**src/hw/rtl/assert_macros.svh**
```systemverilog
// Assertion macros shared by the renderer top level and its output queue.
`ifndef ASSERT_MACROS_SVH
`define ASSERT_MACROS_SVH

// Same-cycle implication, checked out of reset.
`define DBA_ASSERT_IMP(name, ante, cons) \
    name: assert property (@(posedge clk) disable iff (!rst_n) (ante) |-> (cons)) \
        else $error("assertion failed");

// Next-cycle implication, checked out of reset.
`define DBA_ASSERT_NEXT(name, ante, cons) \
    name: assert property (@(posedge clk) disable iff (!rst_n) (ante) |=> (cons)) \
        else $error("assertion failed");

// Invariant that holds on every clock edge out of reset.
`define DBA_ASSERT_ALWAYS(name, cond) \
    name: assert property (@(posedge clk) disable iff (!rst_n) (cond)) \
        else $error("assertion failed");

`endif

```
**src/hw/rtl/dba_pkg.sv**
```systemverilog
// Types, constants and helper functions of the depth bin ASCII renderer.
`timescale 1ns / 1ps

package dba_pkg;

    // Register indexes (paddr[3:2])
    localparam logic [1:0] REG_FRAME_WIDTH  = 2'd0;
    localparam logic [1:0] REG_FRAME_HEIGHT = 2'd1;
    localparam logic [1:0] REG_COLUMN_STEP  = 2'd2;
    localparam logic [1:0] REG_ROW_GROUP    = 2'd3;

    // Register reset values
    localparam logic [10:0] WIDTH_RST  = 11'd320;
    localparam logic [10:0] HEIGHT_RST = 11'd240;
    localparam logic [4:0]  STEP_RST   = 5'd3;
    localparam logic [6:0]  GROUP_RST  = 7'd5;

    localparam logic [10:0] SIZE_MAX = 11'd1024;

    // Depth code and glyph constants
    localparam int          CODE_DIV   = 200;
    localparam int          CODE_LIMIT = 12;
    localparam int          GLYPH_TOP  = 11;
    localparam logic [9:0]  BIN_MAX    = 10'd1023;
    localparam logic [7:0]  NEWLINE    = 8'd10;

    // Shared divider width
    localparam int DIV_W = 11;

    // Output queue depth
    localparam int FIFO_DEPTH = 8;
    localparam int FIFO_AW    = 3;

    typedef struct packed {
        logic [7:0] glyph;
        logic       last;
    } out_item_t;

    // Results pushed by the update stage in one cycle
    typedef struct packed {
        logic [1:0] cnt;
        out_item_t  first;
        out_item_t  second;
    } push_t;

    // Depth in mm to code depth/200; 0 when outside 1..11
    function automatic logic [3:0] depth_code(input logic [15:0] depth);
        logic [3:0] c;
        c = 4'd0;
        if (depth < 16'(CODE_LIMIT * CODE_DIV))
        begin
            for (int k = 1; k < CODE_LIMIT; k++)
            begin
                if (depth >= 16'(k * CODE_DIV))
                begin
                    c = 4'(k);
                end
            end
        end
        return c;
    endfunction

    // Shading ramp " M@#&$%*o!;."
    function automatic logic [7:0] shade(input logic [3:0] g);
        logic [7:0] ch;
        case (g)
            4'd0:    ch = 8'h20;
            4'd1:    ch = 8'h4D;
            4'd2:    ch = 8'h40;
            4'd3:    ch = 8'h23;
            4'd4:    ch = 8'h26;
            4'd5:    ch = 8'h24;
            4'd6:    ch = 8'h25;
            4'd7:    ch = 8'h2A;
            4'd8:    ch = 8'h6F;
            4'd9:    ch = 8'h21;
            4'd10:   ch = 8'h3B;
            default: ch = 8'h2E;
        endcase
        return ch;
    endfunction

endpackage

```
**src/hw/rtl/dba_out_fifo.sv**
```systemverilog
// Result queue: takes up to two results a cycle, hands out one.
`timescale 1ns / 1ps
`include "assert_macros.svh"

module dba_out_fifo
(
    input  logic                clk,
    input  logic                rst_n,
    input  dba_pkg::push_t      push,
    output logic                tvalid,
    input  logic                tready,
    output dba_pkg::out_item_t  item,
    output logic [dba_pkg::FIFO_AW:0] count
);

    dba_pkg::out_item_t              mem [dba_pkg::FIFO_DEPTH];
    logic [dba_pkg::FIFO_AW-1:0]     wp_reg;
    logic [dba_pkg::FIFO_AW-1:0]     rp_reg;
    logic [dba_pkg::FIFO_AW:0]       count_reg;
    logic [dba_pkg::FIFO_AW-1:0]     wp1;
    logic                            pop;

    assign wp1 = wp_reg + 1'b1;
    assign pop = tvalid && tready;

    // Entry writes
    always_ff @(posedge clk)
    begin
        if (push.cnt != 2'd0)
        begin
            mem[wp_reg] <= push.first;
        end
        if (push.cnt == 2'd2)
        begin
            mem[wp1] <= push.second;
        end
    end

    // Pointers and fill level
    always_ff @(posedge clk or negedge rst_n)
    begin
        if (!rst_n)
        begin
            wp_reg    <= '0;
            rp_reg    <= '0;
            count_reg <= '0;
        end
        else
        begin
            wp_reg    <= wp_reg + dba_pkg::FIFO_AW'(push.cnt);
            rp_reg    <= rp_reg + dba_pkg::FIFO_AW'(pop);
            count_reg <= count_reg + (dba_pkg::FIFO_AW + 1)'(push.cnt)
                         - (dba_pkg::FIFO_AW + 1)'(pop);
        end
    end

    assign tvalid = count_reg != '0;
    assign item   = mem[rp_reg];
    assign count  = count_reg;

    `DBA_ASSERT_ALWAYS(a_fifo_no_overflow, count_reg <= (dba_pkg::FIFO_AW + 1)'(dba_pkg::FIFO_DEPTH))
    `DBA_ASSERT_NEXT(a_fifo_push_shows, push.cnt != 2'd0, count_reg != '0)
    `DBA_ASSERT_IMP(a_fifo_pair_order, push.cnt == 2'd2, push.second.last && !push.first.last)

endmodule
```
**config.mk**
```make
export PLATFORM = sky130hd
export DESIGN_NAME = dba_out_fifo
export DESIGN_NICKNAME = d
export VERILOG_FILES = /design/src/hw/rtl/dba_pkg.sv /design/src/hw/rtl/dba_out_fifo.sv
export VERILOG_INCLUDE_DIRS = /design/src /design/src/hw/rtl
export SDC_FILE = /design/constraint.sdc
export NUM_CORES = 1
export LEC_CHECK = 0
export BUFFER_PORTS_ARGS = -buffer_cell sky130_fd_sc_hd__buf_2
export CORE_MARGIN = 1.5
export CORE_UTILIZATION = 39
export CTS_CLUSTER_SIZE = 14
export DETAILED_ROUTE_END_ITERATION = 12
export PLACE_DENSITY_LB_ADDON = 0.08
export SETUP_SLACK_MARGIN = 0.3
export SLEW_MARGIN = 20
export SYNTH_ARGS = -nofsm -noshare
export SYNTH_HDL_FRONTEND = slang
export SYNTH_SLANG_ARGS = --single-unit
```
**constraint.sdc**
```tcl
create_clock -name clk -period 5.4 [get_ports clk]
set_input_delay 0.81 -clock clk [delete_from_list [all_inputs] [get_ports clk]]
set_output_delay 0.81 -clock clk [all_outputs]
set_load 0.005 [all_outputs]
```
=== Word-level counts from Yosys, hierarchy flattened ===
Memories as Yosys holds them, arrays and structs flattened.
Cells that the tools add are included.

* Input port bits: 23
* Word-level logic and storage cells: 17
* Memories: 1
* Register bits after elaboration: 10
* Output and inout bits: 14
* Bits in latches: 0
* ROM bits: 0
* Memory bits (writable): 72

{| class="wikitable"
|+ Memories
! name !! words !! bits a word !! rd ports !! clocked after Yosys merged registers in !! write ports !! line !! source
|-
| mem || 8 || 9 || 1 || 0 || 2 || dba_out_fifo.sv:16 || <nowiki>dba_pkg::out_item_t mem [dba_pkg::FIFO_DEPTH];</nowiki>
|}

* Divide/modulo/power cells: 0
* Order comparisons: 0
* Multipliers: 0
* Eq/ne operators: 1
* Multiplexer cells: 4
* $add $sub $neg: 5
* Bitwise gates (word level): 0
* Shift-type cells: 0
* Reductions and logical operators: 3

{| class="wikitable"
|+ Operator list
! kind !! number
|-
| $add 4x2->4 || 1
|-
| $mux 1 || 4
|-
| $reduce_bool 4->1 || 1
|-
| $sub 4x1->4 || 1
|-
| $add 3x1->3 || 1
|-
| $add 3x1->3 const B || 1
|-
| $add 3x2->3 || 1
|-
| $eq 2x2->1 const B || 1
|-
| $reduce_bool 2->1 || 1
|-
| $logic_and 1x1->1 || 1
|}

=== Depth between registers and ports, before layout ===
Gate-level depths: netlist of the first run.

* Depth after elaboration: 3
* Gate-level depth with buffers: 10
* Gate-level depth less buffers: 10

=== Worst setup path before layout of the first run ===
No wires, ideal clock.

* Path kind: register to output
* From: register rp_reg[0] (netlist name)
* To: output item[1] (netlist name)
* Stages on the path, launching flop included: 5
* Data arrival time: 1461 ps
* Required time: 4590 ps
* Path buffers: 2
* Setup slack: 3129 ps
* Path through: dfrtp_1 -> buf_6 -> buf_6 -> mux4_1 -> mux2_2

{| class="wikitable"
|+ RTL lines
! element !! line !! source
|-
| start: declaration || dba_out_fifo.sv:18 || <nowiki>logic [dba_pkg::FIFO_AW-1:0] rp_reg;</nowiki>
|-
| start signal: assignment || dba_out_fifo.sv:51 || <nowiki>rp_reg <= rp_reg + dba_pkg::FIFO_AW'(pop);</nowiki>
|-
| end: declaration || dba_out_fifo.sv:12 || <nowiki>output dba_pkg::out_item_t item,</nowiki>
|}

==> results of run 1 <==
cell type report:
type	count	area, sq um
fillers	964	5930
multi-input cells	146	1800
clock inverters	5	56.3
inverters	14	52.6
well taps	140	175
clock buffers	10	128
flip-flops and latches	82	2410
repair buffers	44	240
per-layer routing:
metal | routed length, um | vias up | global-route usage [%]
li1 | - | 1090 | -
met1 | 4300 | 1198 | 24.7
met2 | 4710 | 67 | 29.4
met3 | 502 | 10 | 3.19
met4 | 130 | 0 | 5.83
met5 | 0 | - | 0
cell usage in the layout, fill, tap and decap left out, types with 3 or more instances in the layout:
master	synthesis	routed
ha_1	10	10
edfxtp_1	72	72
mux4_2	7	7
mux2_2	80	80
o21ai_1	0	3
nand2_2	4	4
mux4_1	11	11
dfrtp_1	10	10
inv_1	14	14
buf_2	2	36
buf_4	1	8
clkbuf_8	0	9
cell families (layout without fill, tap and decap cells):
group / count (synthesis) / in the layout
AO/OA/AOI/OAI: 12 / 12
XOR/XNOR: 6 / 6
buffers and inverters: 20 / 73
AND/OR/NAND/NOR: 17 / 17
flip-flops: 82 / 82
multiplexers: 99 / 99
adder cells (fa/ha/maj): 12 / 12
worst max-delay path by stage:
stage / slack, ps / end / cells after the start
2_1_floorplan: 3130 / item[1] / 4
3_3_place_gp: 2740 / item[2] / 3
3_5_place_dp: 2680 / mem[7][6] / 4
4_1_cts: 2390 / item[2] / 3
5_1_grt: 2330 / item[2] / 3
6_report: 2440 / item[2] / 3
power breakdown:
group | total [mW] | internal, mW | leakage [nW] | switching [mW]
logic | 0.987 | 0.496 | 0.913 | 0.491
clock network | 0.434 | 0.211 | 0.0921 | 0.224
registers | 1.06 | 0.935 | 0.778 | 0.125
through the flow:
step / hold WS, ps / setup WS, ps
floorplan: 477 / 3130
global placement: 493 / 2740
detailed placement: 496 / 2680
CTS: 300 / 2390
global route: 314 / 2330
finish: 311 / 2440
synth_stat cells (2+ instances only):
master / n
o31ai_1: 2
buf_2: 2
edfxtp_1: 72
buf_6: 2
o22ai_1: 2
mux4_1: 11
xor2_1: 2
fa_1: 2
nand2_1: 2
inv_1: 14
mux2_2: 80
xnor2_1: 2
mux4_2: 7
nand2_2: 4
ha_1: 10
dfrtp_1: 10
o21ai_0: 5
nand3_2: 2
nor2_2: 2
==> out/qor.csv, run 1 <==
metric,value,unit
status,finished clean,
synth_fa_ha_area_share,3.84,%
io_pins,37,
synth_fp_nets,283,
start_kind,flop,
drt-initial-drc-count,99,
synth_top_area_share,50.3,%
critical_path_class,reg2out,
die_x,108,um
synth_cell_types,34,
async_flop_share,12.2,%
max_cap_viol_count,0,
dp.cells,426,
period_needed,2960,ps
leakagePower,1.78,nW
tightest_slew,890,ps
htreeDepth,3,
synth_top_family_by_area,multiplexers,
cts.reportedPaths.clkPinSlew,90,ps
fin_util,45.1,%
start_util,39.8,%
cp.arrival,2150,ps
wl_per_cell,21.9,um
cts_setup_buffers,0,
core,0.0108,sq mm
yosysSeqAreaShare,56.1,%
antenna_cells,0,
layout-drive-gt1-share,52.8,%
final-instance-count-excl-fill,441,
slew_viol_final,0,
synthMuxAreaShare,31.6,%
r2r_cells,4,
timing.rr.start,wp_reg[0],
hpwl,6110,um
fmax,338,MHz
slew_headroom,40.3,%
wirelength,9640,um
antenna_found_initial,0,
cts_root_buffer,clkbuf_8,
drc_errors,0,
reg2reg_slack,2950,ps
hold_path.class,in2async,
grt_pass1_vias,2450,
ys.flop_type,edfxtp_1,
synth_simple_gate_area_share,2.94,%
cp.required,4590,ps
synth_compound_area_share,1.69,%
crit_start,rp_reg[2],
hold_violations,0,
fin_area,0.00486,sq mm
path_cells,"mux4_1, mux2_2, buf_2",
firstDrtPassIters,4,
rr_endpoint,mem[7][7],
syn_area,0.00430,sq mm
worst-path-max-fanout,19,
viasPerCell,5.36,
grt_usage,18.1,%
ys_ff_latch,82,
insertion_delay,350,ps
place_congestion,0.773,
power_density,510,mW/mm^2
synth.avg_cell_area,17.3,sq um
cp-end-kind,output pin,
cts_tree,done,
dieHeight,108,um
fin_nets,332,
rows,38,
max-vdd-ir-drop,0.251,mV
synthToLayoutAreaGrowth,13.2,%
cpMaxStageDelayCell,dfrtp_1,
cpLargestDelayFamily,flip-flops,
synthCells,248,
cts_made_buffers,9,
cts.sinks,82,
synth-xor-area-share,1.57,%
cts_buffer_depth,2,
largest_reg_flops,72,
cts-hold-fix-buffers,0,
rsz0062_at_grt,no,
grt_max_degree,20,
overflow,0,
fin_worst_skew,8.97,ps
fin_setup_tns,0,ps
synth_warnings,0,
critPathMaxStageDelay,940,ps
power,2.48,mW
vias,2365,
synth_edf_count,72,
ant_nets,0,
cts_resized,0,
dpl_cell_area,0.00468,sq mm
critPathBufInv,1,
setup_viol,0,
synth_top_cells_by_area,"edfxtp_1, mux2_2, mux4_1",
io_buffer_count,36,
yosys.area.top_type,edfxtp_1,
fin_crit_sh,54.8,%
die_area,0.0117,sq mm
grt_pass1_wl,14800,um
Note: power is estimated with default switching activity, not from simulation.
==> run 2: changes to the inputs <==
Settings changed: ABC_AREA from default to 1.
Clock period 5.4 ns to 2.9 ns, I/O delays scaled along.
==> run 2 against run 1 <==
  * Clock-buffer cell count up 1
  * Clock skew down 3.0 ps
  * Global-route usage up 3.7 points
  * Register-to-register slack worse by 2400 ps
  * Combinational power rose to 2.9 times the previous value
  * Sequential share of layout area down 6.6 points
  * Synthesized area up 19%
  * Routed wire length up 50%
  * First-iteration DRC count rose to 3.1 times the previous value
  * Critical endpoint is now item[4]
  * Largest cell class unchanged
  * Largest power group is now combinational cells
==> out/qor.csv, run 2 <==
metric,value,unit
fmax,408,MHz
critPathMaxStageDelay,810,ps
start_util,40.3,%
layout_common_cells,"nand2_1, inv_1, nand4_1, edfxtp_1, nand3_1",
tightest_slew,808,ps
fin_setup_tns,0,ps
fin_nets,694,
wirelength,14500,um
grt_pass1_wl,22700,um
cts_setup_buffers,0,
rr_endpoint,mem[2][5],
hold_end,wp_reg[0],
firstDrtPassIters,5,
timing.rr.start,wp_reg[0],
io_buffer_count,36,
cts.sinks,82,
drc_errors,0,
use_met2,33.3,%
drt-initial-drc-count,310,
vias,4257,
cts_tree,done,
synthCells,653,
busiest_layer,met2,
cts.reportedPaths.clkPinSlew,60,ps
largest_reg_flops,72,
ys_ff_latch,82,
async_flop_share,12.2,%
ys_top_cells_by_count,"nand2_1, inv_1, edfxtp_1, nand4_1, nand3_1",
period_needed,2450,ps
grt_max_degree,38,
grt_pass1_vias,4072,
dieHeight,118,um
fin_crit_sh,84.5,%
grt.met3_usage,2.76,%
worst_hold_path.num_cells,2,
power.internal,3.11,mW
layout-drive-gt1-share,11.9,%
worst-path-max-fanout,20,
place_congestion,0.837,
r2r_cells,6,
p_clk_share,17.5,%
slew_headroom,45.8,%
overflow,0,
reg2reg_slack,560,ps
syn_area,0.00512,sq mm
antenna_found_initial,0,
synth_edf_count,72,
p_switching,2.72,mW
io_pins,37,
synth_warnings,0,
hpwl,10500,um
comb_power_share,49.3,%
ys.flop_type,edfxtp_1,
max-vdd-ir-drop,0.460,mV
synth.avg_cell_area,7.84,sq um
path_cells,"inv_2, nand3_1, nand2_1, nand2_1, nand2_1, buf_2",
insertion_delay,340,ps
antenna_cells,0,
max_cap_viol_count,0,
synth_top_area_share,42.2,%
hp-start,push[18],
critical_path_class,reg2out,
cts_buffer_depth,2,
hold_path.class,in2reg,
fin_worst_skew,6.00,ps
core,0.0127,sq mm
leakagePower,2.75,nW
power,5.83,mW
grt_use_met1,30.8,%
yosysSeqAreaShare,47.1,%
viasPerCell,5.09,
start_kind,flop,
rsz0062_at_grt,no,
setup_viol,0,
hold_violations,0,
die_x,118,um
synth_most_common_cell,nand2_1,
grt_usage,21.8,%
whs,376,ps
seqPwrFrac,33.2,%
final_common_cell,nand2_1,
yosys.area.top_type,edfxtp_1,
cts_made_buffers,9,
cpLargestDelayFamily,flip-flops,
fillers,1313,
rows,41,
slew_viol_final,0,
cp_common_cell,nand2_1,
ant_nets,0,
synth_fp_nets,688,
wl_per_cell,17.3,um
cpMaxStageDelayCell,dfrtp_1,
cp-end-kind,output pin,
cp.arrival,2010,ps
synth_cell_types,23,
synthToLayoutAreaGrowth,9.63,%
power_density,1040,mW/mm^2
cts_root_buffer,clkbuf_16,
status,finished clean,
swShare,46.7,%
critPathBufInv,2,
htreeDepth,3,
synth_top_cells_by_area,"edfxtp_1, nand2_1, nand4_1",
cp.required,2470,ps
die_area,0.0138,sq mm
[run 2: cell count changes after synthesis, moves of 11 or more]
cell / before / now
mux4_1: 11 / 0
mux2_2: 80 / 0
nand3_1: 1 / 38
nand4_1: 0 / 72
buf_2: 2 / 33
inv_1: 14 / 88
nand2_1: 2 / 274
[run 2: what timing repair did]
| item | 4_1_cts | 5_1_grt |
|---|---|---|
| hold buffers | 1 | 0 |
| resized for setup | 0 | 0 |
| hold endpoints to repair | 10 | 0 |
[run 2: worst max-delay path by stage]
stage,startpoint,endpoint,slack [ps],cells after the start
finish,rp_reg[1],item[4],450,6
global route,rp_reg[1],item[4],340,6
CTS,rp_reg[1],item[8],450,6
detailed placement,push[18],mem[5][6],550,6
global placement,push[18],mem[5][6],590,6
floorplan,wp_reg[0],mem[1][0],880,6
[run 2: kinds of logic (layout without fill, tap and decap cells)]
logic type,Yosys count,after routing,synth area share (%)
compound gates,9,9,0.879
xor+xnor,4,4,0.684
buf+inv,149,160,12.2
fa+ha+maj,12,12,3.23
flops,82,82,47.1
simple gates,397,397,35.9
[run 2: area by class of cell]
cell class                      instances  area, sq um  area share (%)
Sequential cell                        82         2410            43.0
Multi-Input combinational cell        422         2090            37.2
Inverter                               95          357            6.35
Timing Repair Buffer                   49          280            4.99
Clock buffer                           11          233            4.15
Tap cell                              172          215            3.83
Clock inverter                          5         31.3           0.557
[run 2: stage by stage]
stage	setup slack (ps)	util, %	instance area (sq um)	cells
global route	337	44.1	5610	836
global placement	586	42.0	5340	819
finish	450	44.1	5610	836
floorplan	884	-	5120	653
detailed placement	553	42.0	5340	819
CTS	448	44.1	5610	836
[run 2: power by group through the flow]
stage	sequential, mW	combinational, mW	clock [mW]
after floorplan	1.86	2.20	0
after global placement	1.96	2.83	0
after detailed placement	1.96	2.87	0
after CTS	1.94	2.88	1.04
after global routing	1.97	3.24	1.09
final	1.94	2.88	1.02
[run 2: per-layer routing]
metal	up-vias	wire, um
met4	0	510
li1	2121	-
met2	148	6280
met3	32	753
met5	-	0
met1	1956	6940
==> run 3: changes to the inputs <==
Clock period 2.9 ns to 2.2 ns, I/O delays scaled along.
==> run 3 against run 2 <==
  * Final area increased by 10%
  * Clock power up 55%
  * Setup slack got worse by 190 ps
  * Hold slack got worse by 97 ps
  * Combinational power grew 72%
  * Clock-buffer cell count did not move
  * Non-clock buffer count is 15 higher
  * Routed wire length rose by 7.0%
  * Largest cell class unchanged
  * Register-to-register slack worse by 230 ps
  * Die area did not move
  * Highest routed layer unchanged
  * Sequential power increased by 28%
  * Critical path depth rose by 2
==> out/qor.csv, run 3 (synthesis gave the netlist of run 2 again) <==
metric,value,unit
layout-drive-gt1-share,22.7,%
cts.sinks,82,
place_ws,231,ps
cp-end-kind,output pin,
critPathBufInv,3,
wirelength,15500,um
fin_crit_sh,88.1,%
seqCellArea,0.00241,sq mm
rr_endpoint,count[1],
final_common_cell,nand2_1,
status,finished clean,
max-vdd-ir-drop,0.670,mV
fin_worst_skew,8.99,ps
ant_nets,0,
die_area,0.0138,sq mm
cts_buffer_depth,2,
path_cells,"buf_12, buf_12, nand2_1, nand3_2, nand2_1, nand2_1, nand2_1, buf_2",
grt_usage,22.9,%
synthToLayoutAreaGrowth,20.9,%
slew_viol_final,0,
wl_per_cell,18.1,um
layout_common_cells,"nand2_1, inv_1, nand4_1, edfxtp_1, buf_2",
tightest_slew,519,ps
leakagePower,2.97,nW
timing.rr.start,count[3],
comb_power_share,54.9,%
cts_tree,done,
cp.arrival,1610,ps
vias,4371,
reg2reg_slack,330,ps
cts_root_buffer,clkbuf_16,
fin_nets,712,
insertion_delay,340,ps
antenna_found_initial,0,
start_util,40.3,%
start_kind,flop,
die_x,118,um
cts_made_buffers,9,
fin_setup_tns,0,ps
cp_common_cell,nand2_1,
dieHeight,118,um
setup_viol,0,
viasPerCell,5.12,
antenna_cells,0,
r2r_cells,10,
cp.required,1870,ps
period_needed,1940,ps
worst-path-stages,8,
hold_violations,0,
cpMaxStageDelayCell,dfrtp_2,
cts.reportedPaths.clkPinSlew,60,ps
drt-initial-drc-count,286,
slew_headroom,65.3,%
multi_input_area,0.00236,sq mm
fmax,516,MHz
htreeDepth,3,
core,0.0127,sq mm
hpwl,10700,um
crit_path_end,item[4],
place_congestion,0.911,
drc_errors,0,
swShare,45.0,%
power_density,1460,mW/mm^2
io_buffer_count,36,
overflow,0,
critical_path_class,reg2out,
p_clk_share,17.5,%
grt_pass1_vias,4102,
fin_util,48.7,%
rows,41,
hold_path.class,in2reg,
grt_max_degree,41,
io_pins,37,
finalWorstSetupSlack,261,ps
fillers,1308,
whs,279,ps
firstDrtPassIters,5,
rsz0062_at_grt,yes,
largest_reg_flops,72,
seqPwrFrac,27.5,%
power,9.03,mW
p_switching,4.07,mW
max_cap_viol_count,0,
worst-path-max-fanout,19,
grt_pass1_wl,23800,um
crit_start,rp_reg[0],
power.internal,4.96,mW
critPathMaxStageDelay,420,ps
cpLargestDelayFamily,buffers and inverters,
-- run 3: cell count changes in the layout (fill, tap and decap cells not counted), moves of 5 or more --
cell | previous run | this run
nand2_2 | 2 | 16
o21ai_2 | 0 | 5
nand2_1 | 274 | 258
o21ai_1 | 8 | 0
nand3_1 | 38 | 17
nand3_2 | 0 | 21
-- run 3: what timing repair did --
action	in CTS	in global routing
endpoints found under the hold margin	10	0
pin swaps	2	23
gates resized for setup	21	54
setup endpoints to repair	73	71
cloned	5	1
setup buffers	3	1
hold buffers	1	0
-- run 3: power groups by stage --
| stage | Combinational (mW) | Sequential, mW | Clock [mW] |
|---|---|---|---|
| after floorplan | 2.98 | 2.45 | 0 |
| after global placement | 4.04 | 2.50 | 0 |
| after detailed placement | 4.11 | 2.50 | 0 |
| after CTS | 4.50 | 2.48 | 1.61 |
| after global routing | 5.44 | 2.53 | 1.67 |
| final | 4.96 | 2.49 | 1.58 |
-- run 3: through the flow --
step | cell area [sq um] | cells
2_1_floorplan | 5180 | 653
3_3_place_gp | 5470 | 827
3_5_place_dp | 5470 | 827
4_1_cts | 5950 | 852
5_1_grt | 6190 | 854
6_report | 6190 | 854
-- run 3: metal layers --
| layer | global-route usage, % | wire, um | vias to the layer above |
|---|---|---|---|
| li1 | - | - | 2163 |
| met1 | 32.9 | 7380 | 2018 |
| met2 | 35.3 | 6890 | 161 |
| met3 | 2.81 | 832 | 29 |
| met4 | 8.99 | 391 | 0 |
| met5 | 0 | 0 | - |
-- run 3: cell type report --
cell class                 count  share of cell area (%)
sequential                    82                    39.0
tap                          172                    3.47
timing repair buffer          64                    8.18
timing repair inverter         2                   0.162
clock buffer                  11                    3.76
clock inverter                 5                    1.27
multi-input combinational    423                    38.2
inverter                      95                    5.98
-- run 3: how the worst min path moves through the flow --
stage / cells past startpoint / endpoint / startpoint / slack, ps
after global placement: 1 / count[3] / rst_n / 230
after floorplan: 0 / count[0] / rst_n / 30
final: 2 / count[0] / push[18] / 280
after global routing: 2 / count[0] / push[18] / 290
after CTS: 2 / count[0] / push[18] / 260
after detailed placement: 1 / count[2] / rst_n / 230
-- run 3: worst reg2reg max path: cells and delay by family, from the launching register on --
family                     cells  cell delay, ps
buffers and inverters          4             190
and+or+nand+nor                2             230
DFF                            1             390
adders and majority gates      4             960
