===== src/hw/rtl/assert_macros.svh =====
// Assertion macros shared by the renderer top level and its output queue.
`ifndef ASSERT_MACROS_SVH
`define ASSERT_MACROS_SVH

// Same-cycle implication, checked out of reset.
`define DBA_ASSERT_IMP(name, ante, cons) \
    name: assert property (@(posedge clk) disable iff (!rst_n) (ante) |-> (cons)) \
        else $error("assertion failed");

// Next-cycle implication, checked out of reset.
`define DBA_ASSERT_NEXT(name, ante, cons) \
    name: assert property (@(posedge clk) disable iff (!rst_n) (ante) |=> (cons)) \
        else $error("assertion failed");

// Invariant that holds on every clock edge out of reset.
`define DBA_ASSERT_ALWAYS(name, cond) \
    name: assert property (@(posedge clk) disable iff (!rst_n) (cond)) \
        else $error("assertion failed");

`endif


===== src/hw/rtl/dba_pkg.sv =====
// Types, constants and helper functions of the depth bin ASCII renderer.
`timescale 1ns / 1ps

package dba_pkg;

    // Register indexes (paddr[3:2])
    localparam logic [1:0] REG_FRAME_WIDTH  = 2'd0;
    localparam logic [1:0] REG_FRAME_HEIGHT = 2'd1;
    localparam logic [1:0] REG_COLUMN_STEP  = 2'd2;
    localparam logic [1:0] REG_ROW_GROUP    = 2'd3;

    // Register reset values
    localparam logic [10:0] WIDTH_RST  = 11'd320;
    localparam logic [10:0] HEIGHT_RST = 11'd240;
    localparam logic [4:0]  STEP_RST   = 5'd3;
    localparam logic [6:0]  GROUP_RST  = 7'd5;

    localparam logic [10:0] SIZE_MAX = 11'd1024;

    // Depth code and glyph constants
    localparam int          CODE_DIV   = 200;
    localparam int          CODE_LIMIT = 12;
    localparam int          GLYPH_TOP  = 11;
    localparam logic [9:0]  BIN_MAX    = 10'd1023;
    localparam logic [7:0]  NEWLINE    = 8'd10;

    // Shared divider width
    localparam int DIV_W = 11;

    // Output queue depth
    localparam int FIFO_DEPTH = 8;
    localparam int FIFO_AW    = 3;

    typedef struct packed {
        logic [7:0] glyph;
        logic       last;
    } out_item_t;

    // Results pushed by the update stage in one cycle
    typedef struct packed {
        logic [1:0] cnt;
        out_item_t  first;
        out_item_t  second;
    } push_t;

    // Depth in mm to code depth/200; 0 when outside 1..11
    function automatic logic [3:0] depth_code(input logic [15:0] depth);
        logic [3:0] c;
        c = 4'd0;
        if (depth < 16'(CODE_LIMIT * CODE_DIV))
        begin
            for (int k = 1; k < CODE_LIMIT; k++)
            begin
                if (depth >= 16'(k * CODE_DIV))
                begin
                    c = 4'(k);
                end
            end
        end
        return c;
    endfunction

    // Shading ramp " M@#&$%*o!;."
    function automatic logic [7:0] shade(input logic [3:0] g);
        logic [7:0] ch;
        case (g)
            4'd0:    ch = 8'h20;
            4'd1:    ch = 8'h4D;
            4'd2:    ch = 8'h40;
            4'd3:    ch = 8'h23;
            4'd4:    ch = 8'h26;
            4'd5:    ch = 8'h24;
            4'd6:    ch = 8'h25;
            4'd7:    ch = 8'h2A;
            4'd8:    ch = 8'h6F;
            4'd9:    ch = 8'h21;
            4'd10:   ch = 8'h3B;
            default: ch = 8'h2E;
        endcase
        return ch;
    endfunction

endpackage


===== src/hw/rtl/dba_div.sv =====
// Restoring divider, one quotient bit per cycle, for position recompute.
`timescale 1ns / 1ps

module dba_div
(
    input  logic                    clk,
    input  logic                    rst_n,
    input  logic                    start,
    input  logic [dba_pkg::DIV_W-1:0] dividend,
    input  logic [6:0]              divisor,
    output logic                    done,
    output logic [dba_pkg::DIV_W-1:0] quot,
    output logic [6:0]              rem
);

    logic                          busy_reg;
    logic                          done_reg;
    logic [3:0]                    cnt_reg;
    logic [dba_pkg::DIV_W-1:0]     quo_reg;
    logic [6:0]                    rem_reg;
    logic [6:0]                    dvs_reg;
    logic [7:0]                    trial;
    logic                          ge;
    logic [6:0]                    rem_next;

    // One trial subtraction
    always_comb
    begin
        trial    = {rem_reg, quo_reg[dba_pkg::DIV_W-1]};
        ge       = trial >= {1'b0, dvs_reg};
        rem_next = ge ? 7'(trial - {1'b0, dvs_reg}) : trial[6:0];
    end

    always_ff @(posedge clk or negedge rst_n)
    begin
        if (!rst_n)
        begin
            busy_reg <= 1'b0;
            done_reg <= 1'b0;
            cnt_reg  <= '0;
        end
        else if (start)
        begin
            busy_reg <= 1'b1;
            done_reg <= 1'b0;
            cnt_reg  <= '0;
        end
        else if (busy_reg)
        begin
            cnt_reg <= cnt_reg + 4'd1;
            if (cnt_reg == 4'(dba_pkg::DIV_W - 1))
            begin
                busy_reg <= 1'b0;
                done_reg <= 1'b1;
            end
        end
        else
        begin
            done_reg <= 1'b0;
        end
    end

    // Datapath
    always_ff @(posedge clk)
    begin
        if (start)
        begin
            quo_reg <= dividend;
            rem_reg <= '0;
            dvs_reg <= divisor;
        end
        else if (busy_reg)
        begin
            quo_reg <= {quo_reg[dba_pkg::DIV_W-2:0], ge};
            rem_reg <= rem_next;
        end
    end

    assign done = done_reg;
    assign quot = quo_reg;
    assign rem  = rem_reg;

endmodule


===== config.mk =====
export PLATFORM = sky130hd
export DESIGN_NAME = dba_div
export DESIGN_NICKNAME = d
export VERILOG_FILES = /design/src/hw/rtl/assert_macros.svh /design/src/hw/rtl/dba_pkg.sv /design/src/hw/rtl/dba_div.sv
export SDC_FILE = /design/constraint.sdc
export NUM_CORES = 1
export LEC_CHECK = 0
export BUFFER_PORTS_ARGS = -buffer_cell sky130_fd_sc_hd__buf_2
export CORE_MARGIN = 5
export CORE_UTILIZATION = 25
export CTS_BUF_LIST = sky130_fd_sc_hd__clkbuf_2
export DETAILED_ROUTE_END_ITERATION = 16
export GPL_ROUTABILITY_DRIVEN = 1
export PLACE_DENSITY_LB_ADDON = 0.3
export SETUP_SLACK_MARGIN = 0.5
export SLEW_MARGIN = 20
export SYNTH_ARGS = -nofsm -noshare
export SYNTH_HDL_FRONTEND = slang
export SYNTH_SLANG_ARGS = --single-unit

===== constraint.sdc =====
create_clock -name clk -period 3.1 [get_ports clk]
set_input_delay 0.465 -clock clk [delete_from_list [all_inputs] [get_ports clk]]
set_output_delay 0.465 -clock clk [all_outputs]
set_load 0.005 [all_outputs]

# Word level (Yosys, flattened, before mapping)
# Cells that the tools add are included.
[classes] n_addsub=2 n_lt_le_gt_ge=1 n_eq_ne=2 n_mux=11 n_reduce_logical=1
[op_table] operator="two-way mux 11 bit" n=2
[op_table] operator="greater-or-equal comparator 8 x 7 -> 1 bit" n=1
[op_table] operator="two-way mux 4 bit" n=2
[op_table] operator="two-way mux 7 bit" n=1
[op_table] operator="subtractor 7 bit" n=1
[op_table] operator="two-way mux 1 bit" n=6
[op_table] operator="adder 4 x 1 -> 4 bit, second input constant" n=1
[op_table] operator="equality test 4 bit, second input constant" n=1
[op_table] operator="!= test 3 x 2 -> 1 bit, second input constant" n=1
[op_table] operator="nonzero test 2 bit" n=1
[word_totals] ff_bits=31 output_inout_bits=19

# Depth between registers and ports, before layout
# Gate-level depths: netlist of run 1.
[depth] depth_word=4 depth_mapped=7 ltp_nobuf=7

# Worst setup path before layout of run 1
# No wires, ideal clock.
[synth_path] kind="register to register" startpoint="reg quo_reg, in the netlist quot[10]" endpoint="reg rem_reg[0] (netlist: rem[0])" arrival_time_ns=1.966 required_ns=3.005 slack_ns=1.039 path_stages_with_launch=8 n_path_buf=0 synth_period_minus_slack_ns=2.061 path_cell_list="edfxtp_1 inv_1 ha_1 fa_1 nand2b_1 a211o_4 a311o_1 o311ai_1"
[synth_via] elab_chain_len=2 elab_cells_between_ends=3 cone_classes="add/sub (1); order compare (1); mux (1)"
[synth_lines] item="start, declared" line_no="dba_div.sv:19" rtl="logic [dba_pkg::DIV_W-1:0] quo_reg;"
[synth_lines] item="start signal, assigned" line_no="dba_div.sv:68" rtl="quo_reg <= dividend;"
[synth_lines] item="start signal, assigned" line_no="dba_div.sv:74" rtl="quo_reg <= {quo_reg[dba_pkg::DIV_W-2:0], ge};"
[synth_lines] item="subtractor 7 bit or greater-or-equal comparator 8 x 7 -> 1 bit (tied branches)" line_no="dba_div.sv:31, dba_div.sv:30"
[synth_lines] item="two-way mux 7 bit *" line_no="dba_div.sv:31" rtl="rem_next = ge ? 7'(trial - {1'b0, dvs_reg}) : trial[6:0];"
[synth_lines] item="end signal, assigned" line_no="dba_div.sv:75" rtl="rem_reg <= rem_next;"
[synth_lines] item="end, declared" line_no="dba_div.sv:20" rtl="logic [6:0] rem_reg;"
# Mark *: on every way between the ends. The rest lies on a longest branch, timed or not.
# A chain may end at the register's enable or synchronous reset.

# Final worst setup path of run 1
# Same ends and word-level chain as after synthesis.

==> summary.log, run 1 <==
qor: clock_tree.cts_buffer_depth 2
qor: grt.maximum_number_of_pins_on_one_net_before_global_route_repair 40
qor: outcome.run_status complete, no violations
qor: floorplanning.top_level_ports 40
qor: logic_synthesis.synth-edff-count 18
qor: timing.fin_hold_ws 0.262 ns
qor: power_and_ir_drop.max-vdd-ir-drop 181 uV
qor: logic_synthesis.synth-async-reset-ratio 0.194
qor: worst_setup_path.critPathLaunch quot[10]
qor: placed_design.buffer_ports.inserted 39
qor: floorplanning.die_wd 94.4 um
qor: timing.final_worst_setup_slack 0.900 ns
qor: clock_tree.cts_tree yes
qor: worst_setup_path.r2r_setup_slack 0.90 ns
qor: clock_tree.cts.clk_slew.worst_paths 0.16 ns
qor: clock_tree.root_buffer sky130_fd_sc_hd__clkbuf_2
qor: power_and_ir_drop.powerDensity 708 nW/um2
qor: routing.via_count 1331
qor: flow_run.timing.max_cap.violations 0
qor: layout.diode_insertion_count_for_antenna_repair 0
qor: worst_setup_path.capturing_point_of_the_worst_reg2reg_path rem[0]
qor: logic_synthesis.synth_seq_area_share 0.467
qor: timing.timing_hold_violations_final 0
qor: routing.wirelength 3970 um
qor: clock_tree.cts_made_buffers 5
qor: clock_tree.insertion_delay 0.37 ns
qor: grt.grt.total_usage 0.0952
qor: worst_setup_path.cp_required 3.39 ns
qor: grt.grt_overflow_total 0
qor: timing.rsz0062_at_grt false
qor: clock_tree.h-tree-depth 2
qor: worst_setup_path.worst_setup_path_endpoint rem[0]
qor: timing.tightestPinTransition 0.768 ns
qor: logic_synthesis.synth_top_cell_area_share 0.304
qor: floorplanning.placementRows 30
qor: worst_hold_path.hold_class input port to register
qor: logic_synthesis.synth_area_leader_cell sky130_fd_sc_hd__edfxtp_1
qor: logic_synthesis.synth.cell_area 1780 um2
qor: logic_synthesis.postSynth.topFlopCell sky130_fd_sc_hd__edfxtp_1
qor: layout.layout.filler_cells 715
qor: worst_setup_path.crit_path_end_kind register
qor: worst_setup_path.worst-setup-path-type register to register
qor: layout.growth_of_design_area_from_synthesis_to_finish 20.1%
qor: clock_tree.cts.repair_timing.setup_buffer_count 0
qor: power_and_ir_drop.p_leak 0.935 nW
qor: timing.post-route-period-util 0.710
qor: logic_synthesis.post_synth_inst_count 158
qor: timing.period_minus_slack 2.20 ns
qor: timing.worst_clock_skew 0.0166 ns
qor: routing.drc_errors 0
qor: routing.dr.pass1.iters 4
qor: layout.fin_nets 229
qor: worst_setup_path.worst_setup_sp_type register
qor: layout.fraction_of_layout_instances_using_a_drive_strength_above_1 0.337
qor: logic_synthesis.mappedNetlistNets 189
qor: timing.fin_setup_tns 0 ns
qor: grt.grt_antenna_before_repair 0
qor: layout.post-route-util 0.311
qor: logic_synthesis.synthTopCellsByArea sky130_fd_sc_hd__edfxtp_1 30%, sky130_fd_sc_hd__dfrtp_1 8.4%, sky130_fd_sc_hd__dfxtp_1 7.9%
qor: timing.max_slew_violations 0
qor: floorplanning.starting_density 0.259
qor: timing.fmaxAchievable 0.455 GHz
qor: routing.postRouteAntennaNets 0
qor: placed_design.place_worst_setup_slack 0.927 ns
qor: routing.wl_per_cell 13.5 um
qor: grt.grt_pass1_vias 1404
qor: worst_setup_path.r2r.worst_path.cells 7
qor: layout.largest_reg_flops 11
qor: floorplanning.chipHeight 94.4 um
qor: floorplanning.core_area 6870 um2
qor: floorplanning.die-area 8900 um2
qor: placed_design.hpwlAfterDp 2920 um
qor: grt.grt_first_pass_wirelength 6570 um
qor: timing.setup_viol 0
qor: timing.slew_headroom 0.488
qor: logic_synthesis.synthesis.yosys.warnings 0
qor: routing.route.detailed.vias_per_inst 4.51
qor: routing.dr.first_iter.drc_count 46
qor: logic_synthesis.yosys.cell_types.count 49
qor: clock_tree.num_clock_sinks 31
qor: logic_synthesis.synth.avg_cell_area 11.3 um2
qor: worst_setup_path.worstPathArrival 2.49 ns
qor: logic_synthesis.synth.ff_latch_count 31
qor: placed_design.gpl.final_weighted_congestion 0.738
qor: worst_setup_path.critPathMaxFanout 7
qor: worst_setup_path.regToRegStartpoint quot[10]
-- critical path: stages (launching register included) --
cell                       delay [ns]
sky130_fd_sc_hd__edfxtp_1        0.38
sky130_fd_sc_hd__inv_1           0.06
sky130_fd_sc_hd__ha_1            0.22
sky130_fd_sc_hd__fa_1            0.40
sky130_fd_sc_hd__nand2b_1        0.23
sky130_fd_sc_hd__a211o_4         0.40
sky130_fd_sc_hd__a311o_1         0.36
sky130_fd_sc_hd__o311ai_1        0.08
-- how the worst min path moves through the flow --
stage | end | from | depth (start not counted)
6_report | dvs_reg[5] | divisor[5] | 1
5_1_grt | dvs_reg[2] | divisor[2] | 1
4_1_cts | dvs_reg[3] | divisor[3] | 1
3_5_place_dp | done | rst_n | 1
3_3_place_gp | cnt_reg[0] | rst_n | 1
2_1_floorplan | busy_reg | rst_n | 0
-- metrics by stage --
step / instance area, um2 / power [mW] / std cells
after floorplan: 1780 / 1.05 / 158
after global placement: 2060 / 1.24 / 286
after detailed placement: 2060 / 1.24 / 286
after CTS: 2140 / 1.54 / 295
after global routing: 2140 / 1.64 / 295
final: 2140 / 1.51 / 295
-- placed cells by master, fill, tap and decap left out, types with 2 or more instances in the layout --
| master | Yosys | routed |
|---|---|---|
| sky130_fd_sc_hd__a31o_1 | 2 | 2 |
| sky130_fd_sc_hd__a41o_1 | 2 | 2 |
| sky130_fd_sc_hd__or3b_2 | 2 | 2 |
| sky130_fd_sc_hd__clkbuf_2 | 1 | 7 |
| sky130_fd_sc_hd__nand2_1 | 7 | 7 |
| sky130_fd_sc_hd__o311ai_1 | 3 | 3 |
| sky130_fd_sc_hd__nand4_1 | 2 | 2 |
| sky130_fd_sc_hd__a211oi_1 | 4 | 4 |
| sky130_fd_sc_hd__xnor2_1 | 2 | 2 |
| sky130_fd_sc_hd__nor3b_1 | 7 | 7 |
| sky130_fd_sc_hd__buf_2 | 4 | 39 |
| sky130_fd_sc_hd__nand3b_1 | 3 | 3 |
| sky130_fd_sc_hd__dfrtp_1 | 6 | 6 |
| sky130_fd_sc_hd__nor2b_1 | 3 | 3 |
| sky130_fd_sc_hd__ha_1 | 9 | 9 |
| sky130_fd_sc_hd__a311o_1 | 2 | 2 |
| sky130_fd_sc_hd__nand3_2 | 2 | 2 |
| sky130_fd_sc_hd__a21o_1 | 2 | 2 |
| sky130_fd_sc_hd__or2_2 | 2 | 2 |
| sky130_fd_sc_hd__edfxtp_1 | 18 | 18 |
| sky130_fd_sc_hd__dfxtp_1 | 7 | 7 |
| sky130_fd_sc_hd__a41oi_1 | 2 | 2 |
| sky130_fd_sc_hd__o31ai_1 | 2 | 2 |
| sky130_fd_sc_hd__inv_1 | 13 | 13 |
| sky130_fd_sc_hd__nor2_1 | 11 | 11 |
| sky130_fd_sc_hd__o21ai_0 | 2 | 2 |
| sky130_fd_sc_hd__xor2_1 | 3 | 3 |
| sky130_fd_sc_hd__nand2b_1 | 3 | 3 |
| sky130_fd_sc_hd__mux2_2 | 11 | 11 |
-- synthesized netlist by cell type (2+ instances only) --
cell and instances:
sky130_fd_sc_hd__nand2_1 7, sky130_fd_sc_hd__nand3_2 2, sky130_fd_sc_hd__inv_1 13, sky130_fd_sc_hd__buf_2 4
sky130_fd_sc_hd__a31o_1 2, sky130_fd_sc_hd__nor3b_1 7, sky130_fd_sc_hd__a41o_1 2, sky130_fd_sc_hd__o31ai_1 2
sky130_fd_sc_hd__or3b_2 2, sky130_fd_sc_hd__mux2_2 11, sky130_fd_sc_hd__nand2b_1 3, sky130_fd_sc_hd__xnor2_1 2
sky130_fd_sc_hd__a41oi_1 2, sky130_fd_sc_hd__a21o_1 2, sky130_fd_sc_hd__dfrtp_1 6, sky130_fd_sc_hd__dfxtp_1 7
sky130_fd_sc_hd__clkbuf_1 2, sky130_fd_sc_hd__nand4_1 2, sky130_fd_sc_hd__nor2b_1 3, sky130_fd_sc_hd__or2_2 2
sky130_fd_sc_hd__o21ai_0 2, sky130_fd_sc_hd__nor2_1 11, sky130_fd_sc_hd__nand3b_1 3, sky130_fd_sc_hd__xor2_1 3
sky130_fd_sc_hd__o311ai_1 3, sky130_fd_sc_hd__ha_1 9, sky130_fd_sc_hd__edfxtp_1 18, sky130_fd_sc_hd__a311o_1 2
sky130_fd_sc_hd__a211oi_1 4
-- cell families (layout without fill, tap and decap cells) --
kind of cell / count (synthesis) / count (layout) / share of synthesized area
adders and majority gates: 10 / 10 / 0.0745
buffers and inverters: 20 / 61 / 0.0457
AOI/OAI and AO/OA: 30 / 30 / 0.144
xor gates and xnor gates: 5 / 5 / 0.0246
and+or+nand+nor: 50 / 50 / 0.169
muxes: 12 / 12 / 0.0752
DFF: 31 / 31 / 0.467
-- layout make-up --
class                      instances  area [um2]  area share
multi-input combinational        107         867       0.406
inverter                          13        48.8      0.0228
clock buffer                       7        35.0      0.0164
timing repair buffer              40         205      0.0960
tap                               96         120      0.0562
clock inverter                     1        30.0      0.0141
sequential                        31         831       0.389
-- power breakdown --
group          internal (mW)  leakage (nW)  switching, mW
registers              0.516         0.320         0.0653
logic                  0.303         0.572          0.339
clock network          0.144        0.0432          0.145
-- metal layers --
layer / GRT usage / vias to the layer above / routed length, um
met3: 0.0398 / 5 / 281
li1: - / 671 / -
met5: 0 / - / 0
met1: 0.121 / 617 / 1910
met2: 0.145 / 38 / 1720
met4: 0.0337 / 0 / 54
-- what timing repair did --
action / CTS / global route
hold buffers: 1 / 0
setup endpoints to repair: 0 / 0
endpoints found under the hold margin: 6 / 0
gates resized for setup: 0 / 0
Power figures use the tool's default switching activity.
==> run 2: changes to the inputs <==
==> constraint.sdc (replaced) <==
create_clock -name clk -period 2.25 [get_ports clk]
set_input_delay 0.3375 -clock clk [delete_from_list [all_inputs] [get_ports clk]]
set_output_delay 0.3375 -clock clk [all_outputs]
set_load 0.005 [all_outputs]
==> summary.log, run 2 (synthesized netlist as in run 1, its figures left out) <==
qor: outcome.run_status complete, no violations
qor: power_and_ir_drop.powerDensity 939 nW/um2
qor: grt.grt_antenna_before_repair 0
qor: clock_tree.cts_buffer_depth 2
qor: placed_design.buffer_ports.inserted 39
qor: worst_setup_path.r2r_setup_slack 0.25 ns
qor: layout.mostFrequentLayoutCells 39 x sky130_fd_sc_hd__buf_2, 18 x sky130_fd_sc_hd__edfxtp_1, 12 x sky130_fd_sc_hd__inv_1
qor: grt.gr_peak_layer met2
qor: layout.fin_nets 235
qor: layout.postLayoutCellArea 2200 um2
qor: layout.post-route-util 0.320
qor: clock_tree.cts_tree yes
qor: routing.wl_per_cell 13.7 um
qor: floorplanning.die-area 8900 um2
qor: clock_tree.insertion_delay 0.37 ns
qor: grt.grt_pass1_vias 1441
qor: worst_setup_path.worst_path_max_delay_cell sky130_fd_sc_hd__edfxtp_1
qor: routing.route.detailed.vias_per_inst 4.58
qor: timing.fin_setup_tns 0 ns
qor: worst_setup_path.regToRegStartpoint quot[10]
qor: routing.dr.first_iter.drc_count 71
qor: clock_tree.num_clock_sinks 31
qor: worst_setup_path.crit_path_end_kind register
qor: timing.tightestPinTransition 0.687 ns
qor: worst_setup_path.critPathMaxFanout 7
qor: floorplanning.core_area 6870 um2
qor: clock_tree.cts.clk_slew.worst_paths 0.18 ns
qor: power_and_ir_drop.clock_power_share 0.130
qor: timing.final_worst_setup_slack 0.254 ns
qor: routing.dr.pass1.iters 4
qor: worst_setup_path.worstPathArrival 2.26 ns
qor: placed_design.hpwlAfterDp 3050 um
qor: placed_design.gpl.final_weighted_congestion 0.843
qor: worst_setup_path.r2r.worst_path.cells 7
qor: routing.postRouteAntennaNets 0
qor: placed_design.post_dp_cell_area 2110 um2
qor: timing.period_minus_slack 2.00 ns
qor: timing.max_slew_violations 0
qor: routing.via_count 1379
qor: routing.wirelength 4140 um
qor: power_and_ir_drop.cellInternalPower 1.27 mW
qor: power_and_ir_drop.power.share.sequential 0.385
qor: floorplanning.top_level_ports 40
qor: clock_tree.cts_made_buffers 5
qor: power_and_ir_drop.power.combinational.fraction 0.485
qor: floorplanning.chipHeight 94.4 um
qor: grt.grt.total_usage 0.0980
qor: placed_design.place_worst_setup_slack 0.266 ns
qor: worst_setup_path.critPathLaunch quot[10]
qor: flow_run.timing.max_cap.violations 0
qor: layout.fraction_of_layout_instances_using_a_drive_strength_above_1 0.390
qor: worst_setup_path.worstPathCellList inv_2, ha_2, fa_2, nand2b_4, a211o_4, a41o_1, a31o_1
qor: timing.rsz0062_at_grt true
qor: worst_setup_path.worst_setup_path_endpoint rem[3]
qor: floorplanning.die_wd 94.4 um
qor: power_and_ir_drop.net_switching_power 797 uW
qor: layout.largest_reg_flops 11
qor: clock_tree.root_buffer sky130_fd_sc_hd__clkbuf_2
qor: layout.growth_of_design_area_from_synthesis_to_finish 23.7%
qor: timing.worst_clock_skew 0.0234 ns
qor: grt.global_route.usage.met3 0.0335
qor: power_and_ir_drop.p_sw_frac 0.386
qor: timing.setup_viol 0
qor: timing.timing_hold_violations_final 0
qor: grt.met2_resource_use_gr 0.161
qor: power_and_ir_drop.p_leak 0.952 nW
qor: worst_setup_path.slowest_delay 0.39 ns
qor: floorplanning.placementRows 30
qor: timing.post-route-period-util 0.887
qor: layout.most_common_library_cell_in_the_layout_ignoring_fill_and_taps sky130_fd_sc_hd__buf_2
qor: floorplanning.starting_density 0.259
qor: worst_setup_path.cp_required 2.51 ns
qor: routing.drc_errors 0
qor: worst_setup_path.capturing_point_of_the_worst_reg2reg_path rem[3]
qor: grt.maximum_number_of_pins_on_one_net_before_global_route_repair 29
qor: grt.grt_overflow_total 0
qor: timing.slew_headroom 0.542
qor: timing.fmaxAchievable 0.501 GHz
qor: worst_hold_path.hold_class input port to register
qor: power_and_ir_drop.max-vdd-ir-drop 262 uV
qor: grt.met1_usage 0.121
qor: layout.diode_insertion_count_for_antenna_repair 0
qor: grt.grt_first_pass_wirelength 6840 um
qor: clock_tree.h-tree-depth 2
qor: worst_setup_path.worst_setup_sp_type register
qor: layout.layout.filler_cells 713
qor: worst_setup_path.worst-setup-path-type register to register
run 2: changes by cell type in the layout (fill, tap and decap cells not counted), sizes merged:
cell    delta
clkbuf     -1
buf        +6
bufinv     -1
clkinv     +2
run 2: power groups by stage:
| stage | sequential (mW) | clock [mW] | combinational (mW) |
|---|---|---|---|
| 2_1_floorplan | 0.802 | 0 | 0.675 |
| 3_3_place_gp | 0.815 | 0 | 0.950 |
| 3_5_place_dp | 0.811 | 0 | 0.950 |
| 4_1_cts | 0.800 | 0.286 | 1.00 |
| 5_1_grt | 0.815 | 0.315 | 1.12 |
| 6_report | 0.796 | 0.269 | 1.00 |
run 2: worst min-delay path by stage:
stage	from	endpoint	slack, ns	cells after the start
global placement	rst_n	cnt_reg[0]	0.17	1
detailed placement	rst_n	cnt_reg[0]	0.17	1
global route	divisor[2]	dvs_reg[2]	0.08	1
finish	divisor[5]	dvs_reg[5]	0.15	1
floorplan	rst_n	busy_reg	0.04	0
CTS	divisor[1]	dvs_reg[1]	0.12	1
run 2: routing by layer:
metal	wire length, um	share of wire
met5	0	0
met4	63	0.015
met3	210	0.051
met2	1990	0.48
met1	1870	0.45
run 2: worst max-delay path, delay by kind of cell (launching register included):
| kind | cells | cell delay (ns) |
|---|---|---|
| compound gates | 3 | 0.78 |
| fa+ha+maj | 2 | 0.51 |
| flops | 1 | 0.39 |
| simple gates | 1 | 0.16 |
| buf+inv | 1 | 0.04 |
run 2: final cells by class:
class                   instances  area [um2]  area share
clock inverters                 2        8.76     0.00398
well taps                      96         120      0.0546
inverters                      13        48.8      0.0222
multi-input cells             107         912       0.414
repair buffers                 46         250       0.114
clock buffers                   6        30.0      0.0136
flip-flops and latches         31         831       0.377
run 2: through the flow:
| step | total power [mW] | hold slack (ns) | cells |
|---|---|---|---|
| final | 2.07 | 0.146 | 301 |
| after global routing | 2.25 | 0.0831 | 301 |
| after CTS | 2.09 | 0.115 | 301 |
| after detailed placement | 1.76 | 0.171 | 289 |
| after global placement | 1.76 | 0.174 | 289 |
| after floorplan | 1.48 | 0.0419 | 158 |
run 2: timing repair:
action	in CTS	in global routing
resized for setup	4	1
setup buffers	3	0
endpoints found under the hold margin	6	0
hold buffers	1	0
pin swaps	5	2
setup endpoints to repair	8	8
